==> src/sv/dcr_pkg.sv <==
// ----------------------------------------------------------------------------
// dcr_pkg
// Shared types and character codes for the digit display refresh core.
// ----------------------------------------------------------------------------
package dcr_pkg;

  // character codes recognized in the number text
  localparam logic [7:0] CHAR_POINT = 8'h2E;
  localparam logic [7:0] CHAR_ZERO  = 8'h30;
  localparam logic [7:0] CHAR_NINE  = 8'h39;

  // cache content of a position that was never written
  localparam logic [3:0] INVALID_DIGIT = 4'd15;

  // reset value of the position count register
  localparam logic [3:0] DIGIT_COUNT_RESET = 4'd8;

  // controller to datapath commands
  typedef struct packed {
    logic collect;  // take the accepted character into the text buffer
    logic load;     // capture the display id and start a new scan
    logic step;     // look up the next position
    logic flush;    // send the held write as the last one, clear the string
  } cmd_t;

  // datapath to controller status
  typedef struct packed {
    logic scan_done;  // every position has been looked up
  } status_t;

endpackage

==> src/sv/digit_display_change_refresh_core.sv <==
// ----------------------------------------------------------------------------
// digit_display_change_refresh_core
// Number text to seven-segment digit writes with a per-display change cache.
// ----------------------------------------------------------------------------
// A character item is taken when start is high and busy is low. The final
// one starts a refresh that looks up one position a cycle in the display
// cache, for min(digit_count, MAX_POSITIONS) positions, while busy stays high.
// Each changed position gives one write item on the output ports, marked by
// strobe for exactly one cycle; the receiver cannot stall, so every strobed
// item must be taken when shown. The last write of a refresh carries
// last_write. The cache keeps one valid bit per entry, so reset takes effect
// at once.
module digit_display_change_refresh_core #(
  parameter int DISPLAY_COUNT = 8,
  parameter int MAX_POSITIONS = 8,
  parameter int TEXT_DIGITS   = 16
) (
  input  logic       clk,
  input  logic       rst,
  input  logic       wr_en,
  input  logic [3:0] wr_data,
  input  logic       start,
  output logic       busy,
  input  logic [2:0] display_id,
  input  logic [7:0] char_code,
  input  logic       last_char,
  output logic       strobe,
  output logic [2:0] target_display,
  output logic [2:0] position,
  output logic [3:0] digit_value,
  output logic       point_on,
  output logic       last_write
);

  dcr_pkg::cmd_t    cmd;
  dcr_pkg::status_t status;

  // sequencer
  dcr_ctrl u_ctrl (
    .clk       (clk),
    .rst       (rst),
    .start     (start),
    .last_char (last_char),
    .status    (status),
    .cmd       (cmd),
    .busy      (busy)
  );

  // buffers, cache and output
  dcr_datapath #(
    .DISPLAY_COUNT (DISPLAY_COUNT),
    .MAX_POSITIONS (MAX_POSITIONS),
    .TEXT_DIGITS   (TEXT_DIGITS)
  ) u_datapath (
    .clk            (clk),
    .rst            (rst),
    .cmd            (cmd),
    .status         (status),
    .wr_en          (wr_en),
    .wr_data        (wr_data),
    .display_id     (display_id),
    .char_code      (char_code),
    .strobe         (strobe),
    .target_display (target_display),
    .position       (position),
    .digit_value    (digit_value),
    .point_on       (point_on),
    .last_write     (last_write)
  );

  // no write item comes out of an idle cycle
  a_idle_quiet: assert property (@(posedge clk) disable iff (rst) !busy |=> !strobe)
    else $error("write item after an idle cycle");

  // a write that is not the last one belongs to a refresh still running
  a_mid_busy: assert property (@(posedge clk) disable iff (rst)
    strobe && !last_write |-> busy)
    else $error("non-final write outside a refresh");

  // the last write ends the refresh
  a_last_ends: assert property (@(posedge clk) disable iff (rst)
    strobe && last_write |=> !strobe)
    else $error("activity after the last write");

  // positions stay inside the display
  a_pos_range: assert property (@(posedge clk) disable iff (rst)
    strobe |-> (4'(position) < 4'(MAX_POSITIONS)))
    else $error("position beyond the display");

endmodule

==> src/sv/dcr_ctrl.sv <==
// ----------------------------------------------------------------------------
// dcr_ctrl
// Sequencer: accepts items, steps through the positions of a refresh, flushes.
// ----------------------------------------------------------------------------
module dcr_ctrl (
  input  logic             clk,
  input  logic             rst,
  input  logic             start,
  input  logic             last_char,
  input  dcr_pkg::status_t status,
  output dcr_pkg::cmd_t    cmd,
  output logic             busy
);

  typedef enum logic [1:0] {
    IDLE,
    SCAN,
    FLUSH
  } state_t;

  state_t state;
  logic   accept;

  assign accept = start && !busy;

  // commands decoded from the current state and the item handshake
  always_comb begin
    cmd.collect = accept;
    cmd.load    = accept && last_char;
    cmd.step    = (state == SCAN) && !status.scan_done;
    cmd.flush   = (state == FLUSH);
  end

  // state and busy flag
  always_ff @(posedge clk) begin
    if (rst) begin
      state <= IDLE;
      busy  <= 1'b0;
    end else begin
      unique case (state)
        IDLE: begin
          if (accept && last_char) begin
            state <= SCAN;
            busy  <= 1'b1;
          end
        end
        SCAN: begin
          if (status.scan_done) begin
            state <= FLUSH;
          end
        end
        FLUSH: begin
          state <= IDLE;
          busy  <= 1'b0;
        end
        default: begin
          state <= IDLE;
          busy  <= 1'b0;
        end
      endcase
    end
  end

endmodule

==> src/sv/dcr_datapath.sv <==
// ----------------------------------------------------------------------------
// dcr_datapath
// Text buffer, position scan, per-display cache memory and write output.
// ----------------------------------------------------------------------------
module dcr_datapath #(
  parameter int DISPLAY_COUNT = 8,
  parameter int MAX_POSITIONS = 8,
  parameter int TEXT_DIGITS   = 16
) (
  input  logic             clk,
  input  logic             rst,
  input  dcr_pkg::cmd_t    cmd,
  output dcr_pkg::status_t status,
  input  logic             wr_en,
  input  logic [3:0]       wr_data,
  input  logic [2:0]       display_id,
  input  logic [7:0]       char_code,
  output logic             strobe,
  output logic [2:0]       target_display,
  output logic [2:0]       position,
  output logic [3:0]       digit_value,
  output logic             point_on,
  output logic             last_write
);

  localparam int CW          = $clog2(TEXT_DIGITS + 1);
  localparam int IW          = $clog2(TEXT_DIGITS);
  localparam int XW          = CW + 2;
  localparam int CACHE_DEPTH = DISPLAY_COUNT * MAX_POSITIONS;
  localparam int SW          = (CACHE_DEPTH > 1) ? $clog2(CACHE_DEPTH) : 1;

  // configuration and collected text
  logic [3:0]    digit_count;
  logic [3:0]    digit_buffer [TEXT_DIGITS];
  logic [CW-1:0] digit_total;
  logic          point_valid;
  logic [IW-1:0] point_after_index;

  // scan state
  logic [2:0]    disp;
  logic          cached;
  logic [3:0]    pos_cnt;
  logic [3:0]    positions;

  // cache memory and its valid bits
  logic [4:0]             cache_mem [CACHE_DEPTH];
  logic [CACHE_DEPTH-1:0] cache_valid;

  // lookup stage
  logic          s1_valid;
  logic [2:0]    s1_pos;
  logic [SW-1:0] s1_slot;
  logic [3:0]    s1_dig;
  logic          s1_pt;
  logic          s1_cvalid;
  logic [4:0]    s1_mem;

  // held write, sent once the next one or the end is known
  logic          hold_valid;
  logic [2:0]    hold_pos;
  logic [3:0]    hold_dig;
  logic          hold_pt;

  logic signed [XW-1:0] idx;
  logic [XW-1:0]        idx_u;
  logic                 idx_nonneg;
  logic                 in_range;
  logic [SW-1:0]        slot;
  logic [4:0]           shown;
  logic                 changed;
  logic                 is_digit;

  // position count limited to the storage
  always_comb begin
    if (digit_count > 4'(MAX_POSITIONS)) begin
      positions = 4'(MAX_POSITIONS);
    end else begin
      positions = digit_count;
    end
  end

  assign status.scan_done = (pos_cnt == positions);

  // text index of the position being looked up, right-aligned
  assign idx        = XW'(pos_cnt) + XW'(digit_total) - XW'(positions);
  assign idx_u      = idx;
  assign idx_nonneg = !idx[XW-1];
  assign in_range   = idx_nonneg && (idx_u < XW'(digit_total));
  assign slot       = SW'(disp) * SW'(MAX_POSITIONS) + SW'(pos_cnt);

  assign is_digit = (char_code >= dcr_pkg::CHAR_ZERO) && (char_code <= dcr_pkg::CHAR_NINE);

  // compare against the shown content
  assign shown   = s1_cvalid ? s1_mem : {dcr_pkg::INVALID_DIGIT, 1'b0};
  assign changed = !cached || (shown != {s1_dig, s1_pt});

  // configuration register
  always_ff @(posedge clk) begin
    if (rst) begin
      digit_count <= dcr_pkg::DIGIT_COUNT_RESET;
    end else if (wr_en) begin
      digit_count <= wr_data;
    end
  end

  // digit buffer entries
  always_ff @(posedge clk) begin
    if (cmd.collect && is_digit && (digit_total < CW'(TEXT_DIGITS))) begin
      digit_buffer[digit_total[IW-1:0]] <= 4'(char_code - dcr_pkg::CHAR_ZERO);
    end
  end

  // digit count and point marker
  always_ff @(posedge clk) begin
    if (rst) begin
      digit_total       <= '0;
      point_valid       <= 1'b0;
      point_after_index <= '0;
    end else if (cmd.flush) begin
      digit_total       <= '0;
      point_valid       <= 1'b0;
      point_after_index <= '0;
    end else if (cmd.collect) begin
      if (char_code == dcr_pkg::CHAR_POINT) begin
        if (digit_total != '0) begin
          point_valid       <= 1'b1;
          point_after_index <= IW'(digit_total - CW'(1));
        end else begin
          point_valid       <= 1'b0;
          point_after_index <= '0;
        end
      end else if (is_digit && (digit_total < CW'(TEXT_DIGITS))) begin
        digit_total <= digit_total + CW'(1);
      end
    end
  end

  // scan position counter and target display
  always_ff @(posedge clk) begin
    if (rst) begin
      pos_cnt <= '0;
    end else if (cmd.load) begin
      pos_cnt <= '0;
    end else if (cmd.step) begin
      pos_cnt <= pos_cnt + 4'd1;
    end
  end

  always_ff @(posedge clk) begin
    if (cmd.load) begin
      disp   <= display_id;
      cached <= (5'(display_id) < 5'(DISPLAY_COUNT));
    end
  end

  // lookup: buffer digit, point, cache entry
  always_ff @(posedge clk) begin
    if (rst) begin
      s1_valid <= 1'b0;
    end else begin
      s1_valid <= cmd.step;
    end
  end

  always_ff @(posedge clk) begin
    if (cmd.step) begin
      s1_pos    <= pos_cnt[2:0];
      s1_slot   <= slot;
      s1_dig    <= in_range ? digit_buffer[idx_u[IW-1:0]] : 4'd0;
      s1_pt     <= point_valid && idx_nonneg && (idx_u == XW'(point_after_index));
      s1_cvalid <= cached && cache_valid[slot];
      s1_mem    <= cache_mem[slot];
    end
  end

  // cache update on change
  always_ff @(posedge clk) begin
    if (s1_valid && cached && changed) begin
      cache_mem[s1_slot] <= {s1_dig, s1_pt};
    end
  end

  always_ff @(posedge clk) begin
    if (rst) begin
      cache_valid <= '0;
    end else if (s1_valid && cached && changed) begin
      cache_valid[s1_slot] <= 1'b1;
    end
  end

  // held write and output item
  always_ff @(posedge clk) begin
    if (rst) begin
      hold_valid <= 1'b0;
      strobe     <= 1'b0;
    end else if (s1_valid && changed) begin
      strobe     <= hold_valid;
      hold_valid <= 1'b1;
    end else if (cmd.flush) begin
      strobe     <= hold_valid;
      hold_valid <= 1'b0;
    end else begin
      strobe <= 1'b0;
    end
  end

  always_ff @(posedge clk) begin
    if (s1_valid && changed) begin
      hold_pos       <= s1_pos;
      hold_dig       <= s1_dig;
      hold_pt        <= s1_pt;
      target_display <= disp;
      position       <= hold_pos;
      digit_value    <= hold_dig;
      point_on       <= hold_pt;
      last_write     <= 1'b0;
    end else if (cmd.flush) begin
      target_display <= disp;
      position       <= hold_pos;
      digit_value    <= hold_dig;
      point_on       <= hold_pt;
      last_write     <= 1'b1;
    end
  end

endmodule

==> config.mk <==
export PLATFORM = sky130hd
export DESIGN_NAME = digit_display_change_refresh_core
export DESIGN_NICKNAME = d
export VERILOG_FILES = /design/src/sv/dcr_pkg.sv /design/src/sv/digit_display_change_refresh_core.sv /design/src/sv/dcr_ctrl.sv /design/src/sv/dcr_datapath.sv
export SDC_FILE = /design/constraint.sdc
export NUM_CORES = 1
export LEC_CHECK = 0
export BUFFER_PORTS_ARGS = -buffer_cell sky130_fd_sc_hd__clkbuf_2
export CORE_ASPECT_RATIO = 1.4
export CORE_UTILIZATION = 50
export DETAILED_ROUTE_END_ITERATION = 8
export PLACE_DENSITY = 0.64
export SYNTH_ARGS = -nofsm -noshare
export SYNTH_HDL_FRONTEND = slang
export SYNTH_SLANG_ARGS = --single-unit
==> constraint.sdc <==
create_clock -name clk -period 4.3 [get_ports clk]
set_clock_uncertainty 0.05 [all_clocks]
set_input_delay 0.43 -clock clk [delete_from_list [all_inputs] [get_ports clk]]
set_output_delay 0.43 -clock clk [all_outputs]
set_load 0.03 [all_outputs]
Word level (Yosys, flattened, before mapping)
Memories as Yosys holds them, arrays and structs flattened. A register that Yosys moved wholly into a read port is not among the register bits.
Cells that the tools add are included.

storage, ports and cells
  flip-flop bits (word level) = 122
  memory bits (writable) = 384
  bits of input ports = 20
  output and inout bits = 14
  word-level logic and storage cells = 106
  memories kept = 2

operators by class
  add/subtract/negate cells = 7
  order comparisons = 8
  equality and inequality tests = 8
  multiplexer cells = 29
  bitwise logic cells = 3
  reductions and logical operators = 25

memories
  memory                   words  width  rd ports  clocked after memory_dff  wr ports  line                RTL
  u_datapath.cache_mem     64     5      1         1                         1         dcr_datapath.sv:46  logic [4:0] cache_mem [CACHE_DEPTH];
  u_datapath.digit_buffer  16     4      1         1                         1         dcr_datapath.sv:34  logic [3:0] digit_buffer [TEXT_DIGITS];

operators with widths
  cell                                                                           count
  64-bit bitwise OR                                                              1
  4-bit two-way mux                                                              4
  6-bit by 7-bit less-than comparator with 1-bit output (second input constant)  2
  1-bit two-way mux                                                              14
  1-bit logical AND                                                              12
  3-bit two-way mux                                                              4
  8-bit by 6-bit == test with 1-bit output (second input constant)               1
  8-bit by 6-bit >= comparator with 1-bit output (second input constant)         1
  8-bit by 6-bit <= comparator with 1-bit output (second input constant)         1
  4-bit by 1-bit subtractor with 4-bit output (second input constant)            2
  7-bit by 4-bit == test with 1-bit output                                       1
  7-bit by 5-bit less-than comparator with 1-bit output                          1
  7-bit by 4-bit subtractor with 7-bit output                                    1
  4-bit by 5-bit adder with 6-bit output                                         1
  6-bit by 4-bit adder with 6-bit output                                         1
  1-bit binary-select mux with 6-bit select                                      1
  1-bit demux with 6-bit select                                                  1
  6-bit by 1-bit >= comparator with 1-bit output (second input constant)         1
  2-bit AND reduction                                                            3
  5-bit by 1-bit adder with 5-bit output (second input constant)                 1
  5-bit less-than comparator (second input constant)                             1
  5-bit two-way mux                                                              1
  5-bit != test                                                                  1
  5-bit nonzero test                                                             1
  16 further kinds                                                               22

Depth between registers and ports, before layout
  depth in word-level cells = 6
  gate-level depth with buffers = 13
  mapped depth without buffers = 13

Modules after synthesis
A second synthesis with hierarchy kept.

unflattened totals
  cells, all modules = 1,256
  area total of the unflattened synthesis = 20,921.3 sq um

by module, submodules not included
  module        instances  cells each  area each (sq um)  seq. area each (sq um)
  dcr_datapath  1          1,240       20,774.9           14,423.8
  dcr_ctrl      1          16          146.4              60.1

Least setup slack after synthesis
Ideal clock, no wire load.

  path kind = register to register
  start point = register u_datapath.digit_total[0]
  end point = register u_datapath.s1_dig[0], read port of u_datapath.digit_buffer (data pin)
  setup time = 0.157 ns
  arrival = 3.052 ns
  required time = 4.093 ns
  setup slack = 1.041 ns
  stages on the path, launching flop included = 12
  path buffers = 0
  period minus slack after synthesis = 3.259 ns
  cells stage by stage = dfxtp_1 ha_1 fa_1 fa_1 a21o_1 a21o_1 xor2_1 xnor2_1 ha_1 a21oi_1 o211ai_1 nor3_1

between the ends
  word-level cells in the longest chain between the ends = 5
  elaborated cells between the ends (all ways) = 6
  those cells by class = 2 x add/sub; 1 x order compare; 3 x reduce/logical

ends and longest elaborated chain
  what                                                                                      line                                    RTL
  from (decl)                                                                               dcr_datapath.sv:35                      logic [CW-1:0] digit_total;
  from (signal assigned)                                                                    dcr_datapath.sv:133                     digit_total <= digit_total + CW'(1);
  4-bit by 5-bit adder with 6-bit output                                                    dcr_datapath.sv:85                      assign idx = XW'(pos_cnt) + XW'(digit_total) - XW'(positions);
  7-bit by 4-bit subtractor with 7-bit output                                               dcr_datapath.sv:85
  7-bit by 5-bit less-than comparator with 1-bit output or 1-bit zero test (tied branches)  dcr_datapath.sv:88, dcr_datapath.sv:87
  1-bit logical AND                                                                         dcr_datapath.sv:88                      assign in_range = idx_nonneg && (idx_u < XW'(digit_total));
  1-bit zero test (no source line)                                                          -
  to (decl)                                                                                 dcr_datapath.sv:53                      logic [3:0] s1_dig;

Several ways; a longest one is shown, not always the timed one.
A chain may end at the register's enable or synchronous reset.

Worst setup path after layout
Ends and elaborated chain as after synthesis.

==> flow_summary_export.csv <==
group,metric,value,unit
outcome,status,"finished clean",
power_and_ir_drop,p_comb_frac,0.050,
timing,hold_viol,0,
timing,tightest_slew,1.07,ns
setup_path,rrSetupSlack,0.68,ns
final_layout,fillerInstances,3207,
route,vias_per_cell,5.99,
setup_path,worst_r2r_endpoint,"u_datapath.s1_dig[0]",
final_layout,multi_input_area,5870,um^2
placement,dpl_worst_slack,0.649,ns
synth,ys_ff_latch,512,
setup_path,path_cells,"ha_1 -> fa_1 -> fa_1 -> a21o_1 -> a21o_1 -> xor2_1 -> xnor2_1 -> ha_1 -> a21oi_1 -> o211ai_1 -> nor3_1",
power_and_ir_drop,vdd_drop_max,0.341,mV
global_routing,antenna_found_initial,0,
route,final_antenna_net_count,0,
clock_tree,cts_tree,"built",
global_routing,grt_pass1_vias,11900,
floorplan,initial_core_util,0.509,
clock_tree,clk_pin_slew,0.06,ns
timing,maxSlewViolCount,0,
clock_tree,cts_buffer_depth,3,
setup_path,cp_max_fo,8,
route,firstDrtPassIters,5,
placement,place.gp.congestion,0.812,
timing,fin_ws,0.683,ns
synth,seq_area_frac_synth,0.689,
synth,synth_edf_count,423,
power_and_ir_drop,clock_power_share,0.413,
synth,yosysUniqueCellTypes,60,
route,drc_errors,0,
final_layout,drive_gt1_frac,0.192,
power_and_ir_drop,p_int,7.94,mW
power_and_ir_drop,p_sw_frac,0.211,
floorplan,ioPinCount,34,
synth,syn_nets,1313,
synth,syn_area,21000,um^2
power_and_ir_drop,p_leak,7.30,nW
timing,timing.setup.tns,0,ns
global_routing,track_usage,0.229,
worst_hold_path,hold_path.class,"in2reg",
setup_path,crit_type,"reg2reg",
setup_path,worstPathRequired,4.64,ns
synth,avgSynthCellArea,16.5,um^2
timing,period_needed,3.62,ns
setup_path,endpoint_kind,"register",
clock_tree,cts_sinks,512,
placement,hpwlAfterDp,30.7,mm
setup_path,cp.arrival,3.96,ns
route,vias,11300,
global_routing,grt_start_max_net_pins,95,
synth,synthFlopType,"edfxtp_1",
power_and_ir_drop,power.density,433,nW/um^2
setup_path,cp-start-kind,"register",
setup_path,worstReg2RegStart,"u_datapath.digit_total[0]",
route,drtIter0Drc,714,
clock_tree,cts_buffers,47,
timing,fmaxAchievable,0.276,GHz
final_layout,antennaDiodeCount,0,
global_routing,grt_pass1_wl,72.7,mm
clock_tree,cts_setup_buffers,0,
floorplan,row_count,88,
final_layout,nets,1356,
clock_tree,root_buffer,"clkbuf_16",
timing,rsz0062_at_grt,"no",
power_and_ir_drop,p_switching,2.13,mW
synth,async_flop_share,0,
floorplan,dieWidth,175,um
synth,syn_inst,1272,
clock_tree,worstSkewPairLatency,0.56,ns
floorplan,die_area,42900,um^2
clock_tree,htree_num_levels,2,
setup_path,worstRegToRegCells,11,
final_layout,syn2layout_area_growth,10.6,%
synth,yosysWarnings,0,
setup_path,max_stage_delay,0.56,ns
power_and_ir_drop,power.share.sequential,0.538,
flow_run,drv_cap,0,
worst_hold_path,min_delay_worst_endpoint,"u_datapath.digit_count[3]",
timing,fin_crit_sh,0.841,
final_layout,layout_common_cells,"423 x edfxtp_1, 106 x mux4_2, 86 x dfxtp_1",
timing,finalSetupViolCount,0,
route,wl,47.7,mm
route,wl_per_cell,25.2,um
final_layout,final_common_cell,"edfxtp_1",
worst_hold_path,min-delay-start,"wr_data[3]",
placement,port_buffers,33,
floorplan,core_area,41300,um^2
setup_path,crit_path_top_delay_cell,"fa_1",
floorplan,die_h,245,um
global_routing,grt-ovfl-total,0,
worst_hold_path,hold_depth,3,
timing,max_slew_margin,0.285,
final_layout,seqCellArea,14500,um^2
metal layers:
layer | track usage | vias to the layer above | share of wire
met3 | 0.0254 | 93 | 0.035
met5 | 0 | - | 0
met1 | 0.272 | 5824 | 0.39
met4 | 0.0939 | 0 | 0.036
met2 | 0.421 | 274 | 0.54
li1 | - | 5133 | -
synth_stat cells (19+ instances only):
| master | n | area, um^2 |
|---|---|---|
| clkbuf_1 | 27 | 101 |
| nand2_1 | 72 | 270 |
| o32ai_1 | 36 | 315 |
| inv_1 | 52 | 195 |
| nor3_1 | 75 | 375 |
| mux2i_1 | 44 | 440 |
| o31ai_1 | 28 | 210 |
| ha_1 | 19 | 238 |
| buf_2 | 22 | 110 |
| dfxtp_1 | 89 | 1780 |
| edfxtp_1 | 423 | 12700 |
| nor2_1 | 48 | 180 |
| mux4_2 | 106 | 2390 |
worst max-delay path by stage:
stage,start,to
finish,u_datapath.digit_total[0],u_datapath.s1_dig[0]
detailed placement,u_datapath.digit_total[0],u_datapath.s1_dig[0]
floorplan,u_datapath.digit_total[0],u_datapath.s1_dig[0]
global placement,u_datapath.digit_total[0],u_datapath.s1_dig[0]
global route,u_datapath.digit_total[1],u_datapath.s1_dig[1]
CTS,u_datapath.digit_total[0],u_datapath.s1_dig[0]
power groups by stage:
stage	Clock (mW)	Combinational (mW)	Sequential [mW]
after CTS	4.22	0.505	5.42
after global placement	0	0.497	5.52
after floorplan	0	0.329	5.55
after detailed placement	0	0.502	5.52
final	4.15	0.500	5.42
after global routing	4.39	0.537	5.42
state kept, by name, indices dropped and copies added, names as in the netlist, 4 cells and up:
signal and cells:
u_datapath.s1_mem 5, u_datapath.hold_dig 4, u_datapath.cache_mem 320, u_datapath.digit_count 4, u_datapath.digit_buffer 64, u_datapath.digit_value 4, u_datapath.s1_slot 6, u_datapath.digit_total 5
u_datapath.cache_valid 64, u_datapath.point_after_index 4, u_datapath.s1_dig 4, u_datapath.pos_cnt 4
critical path, delay by kind of cell, from the launching register on:
| family | cells | cell delay [ns] |
|---|---|---|
| adder cells (fa/ha/maj) | 4 | 1.61 |
| AO/OA/AOI/OAI | 4 | 0.73 |
| AND/OR/NAND/NOR | 1 | 0.26 |
| flip-flops | 1 | 0.47 |
| XOR/XNOR | 2 | 0.32 |
cells by family after synthesis:
logic type	synth area share
flip-flops	0.689
buffers and inverters	0.0322
AND/OR/NAND/NOR	0.0640
AO/OA/AOI/OAI	0.0572
adder cells (fa/ha/maj)	0.0132
XOR/XNOR	0.00797
multiplexers	0.137
final cells by class:
| type | count | share of cell area |
|---|---|---|
| Sequential cell | 512 | 0.623 |
| Multi-Input combinational cell | 626 | 0.252 |
| Clock buffer | 65 | 0.0566 |
| Tap cell | 540 | 0.0291 |
| Timing Repair Buffer | 74 | 0.0212 |
| Clock inverter | 21 | 0.00882 |
| Inverter | 54 | 0.00872 |
what timing repair did:
| action | in CTS | in global routing |
|---|---|---|
| hold buffers | 3 | 0 |
| hold endpoints to repair | 3 | 0 |
| gates resized for setup | 0 | 0 |
per-stage QoR:
stage | hold slack [ns] | cell area, um^2 | utilization | cells | power (mW)
after global routing | 0.0789 | 23300 | 0.563 | 1892 | 10.3
after global placement | 0.352 | 21700 | 0.526 | 1803 | 6.02
final | 0.0746 | 23300 | 0.563 | 1892 | 10.1
after detailed placement | 0.355 | 21700 | 0.526 | 1803 | 6.03
after floorplan | 0.350 | 21000 | - | 1272 | 5.88
after CTS | 0.0465 | 23300 | 0.563 | 1892 | 10.1
No activity file was read; power rests on OpenSTA's default activity.
